<file path="config.mk">
export PLATFORM = sky130hd
export DESIGN_NAME = arm_front
export DESIGN_NICKNAME = d
export VERILOG_FILES = /design/src/design/arm_pkg.sv /design/src/design/arm_front.sv
export SDC_FILE = /design/constraint.sdc
export NUM_CORES = 1
export LEC_CHECK = 0
export BUFFER_PORTS_ARGS = -buffer_cell sky130_fd_sc_hd__buf_2
export CAP_MARGIN = 20
export CORE_UTILIZATION = 40
export DETAILED_ROUTE_END_ITERATION = 6
export HOLD_SLACK_MARGIN = 0.12
export PLACE_DENSITY_LB_ADDON = 0.3
export SETUP_SLACK_MARGIN = 0.4
export SYNTH_ARGS = -nofsm -noshare
export SYNTH_HDL_FRONTEND = slang
export SYNTH_SLANG_ARGS = --single-unit
</file>
<file path="constraint.sdc">
create_clock -name clk -period 3.25 [get_ports clk]
set_input_delay 0.1625 -clock clk [delete_from_list [all_inputs] [get_ports clk]]
set_output_delay 0.1625 -clock clk [all_outputs]
set_load 0.05 [all_outputs]
</file>
<file path="src/design/arm_pkg.sv">
// ----------------------------------------------------------------------------
// Address region map package
// Shared request codes, handler codes and the queue word between the front
// and back ends.
// ----------------------------------------------------------------------------
package arm_pkg;

  localparam int AddrWidth = 16;
  localparam int DevWidth  = 4;
  localparam int DataWidth = 8;

  typedef enum logic [2:0] {
    REQ_ADD   = 3'd0,
    REQ_READ  = 3'd1,
    REQ_GET   = 3'd2,
    REQ_WRITE = 3'd3,
    REQ_PLACE = 3'd4
  } req_t;

  typedef enum logic [2:0] {
    HND_NONE  = 3'd0,
    HND_READ  = 3'd1,
    HND_GET   = 3'd2,
    HND_WRITE = 3'd3,
    HND_PLACE = 3'd4
  } hnd_t;

  localparam logic [1:0] CFG_READ  = 2'd0;
  localparam logic [1:0] CFG_GET   = 2'd1;
  localparam logic [1:0] CFG_WRITE = 2'd2;
  localparam logic [1:0] CFG_PLACE = 2'd3;

  localparam logic [AddrWidth-1:0] ADDR_MAX = 16'hFFFF;
  localparam logic [AddrWidth-1:0] ADDR_MIN = 16'h0000;

  // Classified word handed from front to back
  typedef struct packed {
    logic                 is_add;
    logic                 is_access;
    logic [2:0]           req;
    logic [AddrWidth-1:0] lo;
    logic [AddrWidth-1:0] hi;
    logic [DevWidth-1:0]  dev;
    logic [DataWidth-1:0] data;
  } word_t;

endpackage

</file>
<file path="src/design/arm_front.sv">
// ----------------------------------------------------------------------------
// Address region map front end
// Accepts request words, swaps reversed bounds and queues them.
// ----------------------------------------------------------------------------
module arm_front (
  input  logic                         clk,
  input  logic                         rst,
  input  logic                         in_valid,
  input  logic [2:0]                   in_req,
  input  logic [arm_pkg::AddrWidth-1:0] in_addr,
  input  logic [arm_pkg::AddrWidth-1:0] in_end,
  input  logic [arm_pkg::DevWidth-1:0]  in_dev,
  input  logic [arm_pkg::DataWidth-1:0] in_data,
  output logic                         full,
  output logic                         q_valid,
  output arm_pkg::word_t               q_word,
  input  logic                         q_pop
);
  import arm_pkg::*;

  word_t      fifo [2];
  logic       wr_ptr, rd_ptr;
  logic [1:0] count;
  word_t      w;
  logic       push;
  logic       swap;

  // Swap bounds of an add only; an access keeps its address as given
  assign swap = (in_req == REQ_ADD) && (in_addr > in_end);

  always_comb begin
    w.req       = in_req;
    w.is_add    = (in_req == REQ_ADD);
    w.is_access = (in_req == REQ_READ) || (in_req == REQ_GET) ||
                  (in_req == REQ_WRITE) || (in_req == REQ_PLACE);
    w.lo        = swap ? in_end : in_addr;
    w.hi        = swap ? in_addr : in_end;
    w.dev       = in_dev;
    w.data      = in_data;
  end

  assign push    = in_valid && !full;
  assign full    = (count == 2'd2);
  assign q_valid = (count != 2'd0);
  assign q_word  = fifo[rd_ptr];

  always_ff @(posedge clk) begin
    if (push) fifo[wr_ptr] <= w;
  end

  always_ff @(posedge clk) begin
    if (rst) begin
      wr_ptr <= 1'b0;
      rd_ptr <= 1'b0;
      count  <= 2'd0;
    end else begin
      if (push) wr_ptr <= ~wr_ptr;
      if (q_pop) rd_ptr <= ~rd_ptr;
      count <= count + 2'(push) - 2'(q_pop);
    end
  end

  a_no_pop_empty: assert property (@(posedge clk) disable iff (rst) q_pop |-> q_valid)
    else $error("pop from empty queue");
  a_count_bound: assert property (@(posedge clk) disable iff (rst) count <= 2'd2)
    else $error("queue count overflow");
  a_count_track: assert property (@(posedge clk) disable iff (rst)
      (push && !q_pop && count == 2'd0) |=> count == 2'd1)
    else $error("queue count did not advance");
endmodule

</file>
---- Word-level counts from Yosys, hierarchy flattened ----
Memories as Yosys holds them, arrays and structs flattened. A register that Yosys moved wholly into a read port is not among the register bits.
Cells that the tools add are included.
operators by class
  add/sub/neg operators ................... 2
  $lt $le $gt $ge ......................... 1
  equal/unequal tests ..................... 5
  mux-type cells .......................... 6
  bitwise operators ....................... 2
  reductions and logical operators ........ 8
operators with widths
  operator            number
  $mux 16             2
  $gt 16x16->1        1
  $eq 3x2->1 const B  2
  $mux 1              4
  $eq 3x1->1 const B  1
  $eq 3x3->1 const B  1
  $logic_not 3->1     1
  $logic_or 1x1->1    3
  $add 2x1->2         1
  $eq 2x2->1 const B  1
  $logic_and 1x1->1   2
  $not 1->1           2
  $reduce_bool 2->1   1
  $sub 2x1->2         1
  $logic_not 1->1     1
storage, ports and cells
  register bits after elaboration ......... 4
  bits in writable memories ............... 98
  bits of input ports ..................... 51
  output and inout port bits .............. 51
  memories ................................ 1
memory list
  memory  words  width  rd ports  clocked after Yosys merged registers in  wr ports  line             RTL
  fifo    2      49     1         1                                        1         arm_front.sv:21  word_t fifo [2];

---- Depth between registers and ports, before layout ----
  depth after elaboration ................. 5
  mapped depth ............................ 8
  mapped depth without buffers ............ 8

---- Worst setup path before layout ----
Ideal clock, no wire load.
  path kind ............................... register to register
  start point ............................. register count[0]
  end point ............................... memory fifo[0][0] in the netlist's numbering (enable)
  arrival ................................. 2.610 ns
  data required time ...................... 2.794 ns
  path slack .............................. 0.184 ns
  stages on the path, launching flop included .. 4
  buffers on the path ..................... 0
  period minus slack after synthesis ...... 3.066 ns
  cell sequence ........................... dfxtp_1 -> nand2b_1 -> nand2_1 -> nor2_1
on the way
  word-level cells in the longest chain between the ends .. 5
RTL lines
  what                          line             RTL
  start, declared               arm_front.sv:23  logic [1:0] count;
  start signal, assigned        arm_front.sv:59  count <= count + 2'(push) - 2'(q_pop);
  $eq 2x2->1                    arm_front.sv:43  assign full = (count == 2'd2);
  $logic_not 1->1               arm_front.sv:42  assign push = in_valid && !full;
  $logic_and 1x1->1             arm_front.sv:42
  $mux 1                        arm_front.sv:48  if (push) fifo[wr_ptr] <= w;
  $mux 1 (implied by the code)  arm_front.sv:48
  end, declared                 arm_front.sv:21
Every way passes these cells.

==> flow_metrics.env <==
export IMPL_status="completed"
export IMPL_finalWorstSetupSlack_ps=721
export IMPL_cts_resized=0
export IMPL_grt_pass1_wl_um=13100
export IMPL_slew_viol_final=0
export IMPL_ys_warn_count=0
export IMPL_max_stage_delay_ps=530
export IMPL_final_cell_mix="buf_2, edfxtp_1, mux2_2"
export IMPL_setup_viol=0
export IMPL_fin_nets=472
export IMPL_synth_cells=275
export IMPL_vias_per_cell=4.87
export IMPL_avgSynthCellArea_um2=16.7
export IMPL_start_util=0.416
export IMPL_maxCapViolCount=0
export IMPL_cts_buffers=9
export IMPL_post_cts_buffers=0
export IMPL_whs_endpoint="fifo[0][18]"
export IMPL_cts_sinks=103
export IMPL_fin_util=0.523
export IMPL_cts_tree="done"
export IMPL_insertedDiodeCount=0
export IMPL_clkLatencyLatePin_ps=340
export IMPL_route_detailed_wl_per_inst_um=15.5
export IMPL_holdWs_ps=166
export IMPL_clkTransAtPathRegs_ps=70
export IMPL_async_reset_ff_frac=0
export IMPL_layout_drive_gt1_share=0.525
export IMPL_cp_arrival_ps=2620
export IMPL_fin_worst_skew_ps=5.07
export IMPL_fin_crit_ps=2530
export IMPL_port_buffers=101
export IMPL_cts_path_max_buffers=2
export IMPL_dpl_cell_count=514
export IMPL_synth_edf_count=98
export IMPL_critPathBufInv=3
export IMPL_postRouteAntennaNets=0
export IMPL_worstMarginPinSlew_ps=696
export IMPL_cp_cell_sequence="dlygate4sd3_1, buf_2, nor3_1, a21bo_2, a31oi_4, buf_12, mux2_2"
export IMPL_p_leak_nw=2.26
export IMPL_place_area_um2=5290
export IMPL_io_pins=102
export IMPL_grt_max_degree=50
export IMPL_min_delay_path_depth=2
export IMPL_critical_path_slowest_cell="dlygate4sd3_1"
export IMPL_layoutNonFillerInstCount=548
export IMPL_setup_tns_ps=0
export IMPL_hpwl_um=5750
export IMPL_synth_cell_area_um2=4590
export IMPL_core_um2=11000
export IMPL_hold_class="in2reg"
export IMPL_syn_nets=344
export IMPL_grt_pass1_vias=2705
export IMPL_drc=0
export IMPL_rsz0062_at_grt="no"
export IMPL_final_common_cell="buf_2"
export IMPL_synth_flop_cell="edfxtp_1"
export IMPL_place_ws_ps=599
export IMPL_worstPathMaxFanout=21
export IMPL_worstSetupEndpointType="register"
export IMPL_r2r_cells=4
export IMPL_syn2layout_area_growth_pct=25.7
export IMPL_antenna_found_initial=0
export IMPL_cts_max_level=3
export IMPL_crit_type="in2reg"
export IMPL_rows=38
export IMPL_dieArea_um2=11900
export IMPL_worstSetupStartpointType="primary input"
export IMPL_seq_area_frac_synth=0.663
export IMPL_synth_seq_cells=103
export IMPL_vdd_drop_max_v=0.000278
export IMPL_power_mw=3.93
export IMPL_final_cell_area_um2=5770
export IMPL_drt_iter0_markers=74
export IMPL_r2r_end="fifo[0][47]"
export IMPL_drt_pass1_iter_count=4
export IMPL_synth_top_cell_area_share=0.641
export IMPL_hold_viol=0
export IMPL_die_w_um=109
export IMPL_yosysTopAreaCell="edfxtp_1"
export IMPL_max_freq_mhz=395
export IMPL_ys_top_cells_by_area="edfxtp_1, mux2_2, ha_1, dfxtp_1, inv_1"
export IMPL_dieHeight_um=109
export IMPL_vias=2671
export IMPL_power_density_nw_per_um2=681
export IMPL_grt_overflow_total=0
export IMPL_rrSetupSlack_ps=1530
export IMPL_max_slew_margin=0.536
export IMPL_finalWirelength_um=8490
export IMPL_cp_top_family="buffers and inverters"
export IMPL_r2r_start="count[0]"
export IMPL_worstPathRequired_ps=3340
export IMPL_worstHoldStart="in_end[6]"
export IMPL_root_buffer="clkbuf_16"
export IMPL_ys_types=30
export IMPL_gp_congestion=0.721
export IMPL_grt_total_usage=0.150
export IMPL_min_period_over_period=0.778
export IMPL_cp_startpoint="in_req[2]"
cells by family after synthesis:
| kind of cell | synth area share |
|---|---|
| DFF | 0.663 |
| muxes | 0.201 |
| and+or+nand+nor | 0.0324 |
| buffers and inverters | 0.0270 |
| adders and majority gates | 0.0490 |
| AOI/OAI and AO/OA | 0.0202 |
| xor gates and xnor gates | 0.00763 |
how the worst max path moves through the flow:
stage | slack (ps) | depth (start not counted) | endpoint
after floorplan | 1000 | 3 | fifo[0][0]
after global placement | 710 | 9 | fifo[0][35]
after detailed placement | 600 | 9 | fifo[1][24]
after CTS | 710 | 7 | fifo[1][41]
after global routing | 560 | 7 | fifo[0][19]
final | 720 | 7 | fifo[1][41]
Yosys cell counts (3+ instances only):
library cell  count
edfxtp_1         98
mux2_2           78
inv_1            19
ha_1             18
nand2_1           9
nor2_1            9
a21oi_1           6
dfxtp_1           5
buf_1             4
buf_6             3
mux2_4            3
final cells by class:
class	count	area [um2]
multi-input cells	145	1430
fillers	981	5260
clock inverters	5	40.0
inverters	19	71.3
well taps	140	175
repair buffers	125	743
flip-flops and latches	103	3040
clock buffers	11	264
flip-flops by register name, indices dropped and copies added, names as in the netlist, named ones only:
signal,cells
count,2
rd_ptr,1
wr_ptr,1
fifo,98
routing by layer:
metal	track usage	up-vias	wire length, um
met5	0	-	0
met4	0.0811	0	170
met3	0.0329	11	412
met2	0.254	66	4180
met1	0.178	1298	3730
li1	-	1296	-
where the power goes:
part           internal, mW  leakage [nW]  switching, mW
Sequential             1.70         0.956         0.0563
Combinational         0.322          1.16          0.789
Clock                 0.589         0.139          0.473
repair_timing:
action	4_1_cts	5_1_grt
endpoints found under the setup margin	0	0
endpoints found under the hold margin	35	0
hold buffers	18	0
Note: power is estimated with default switching activity, not from simulation.
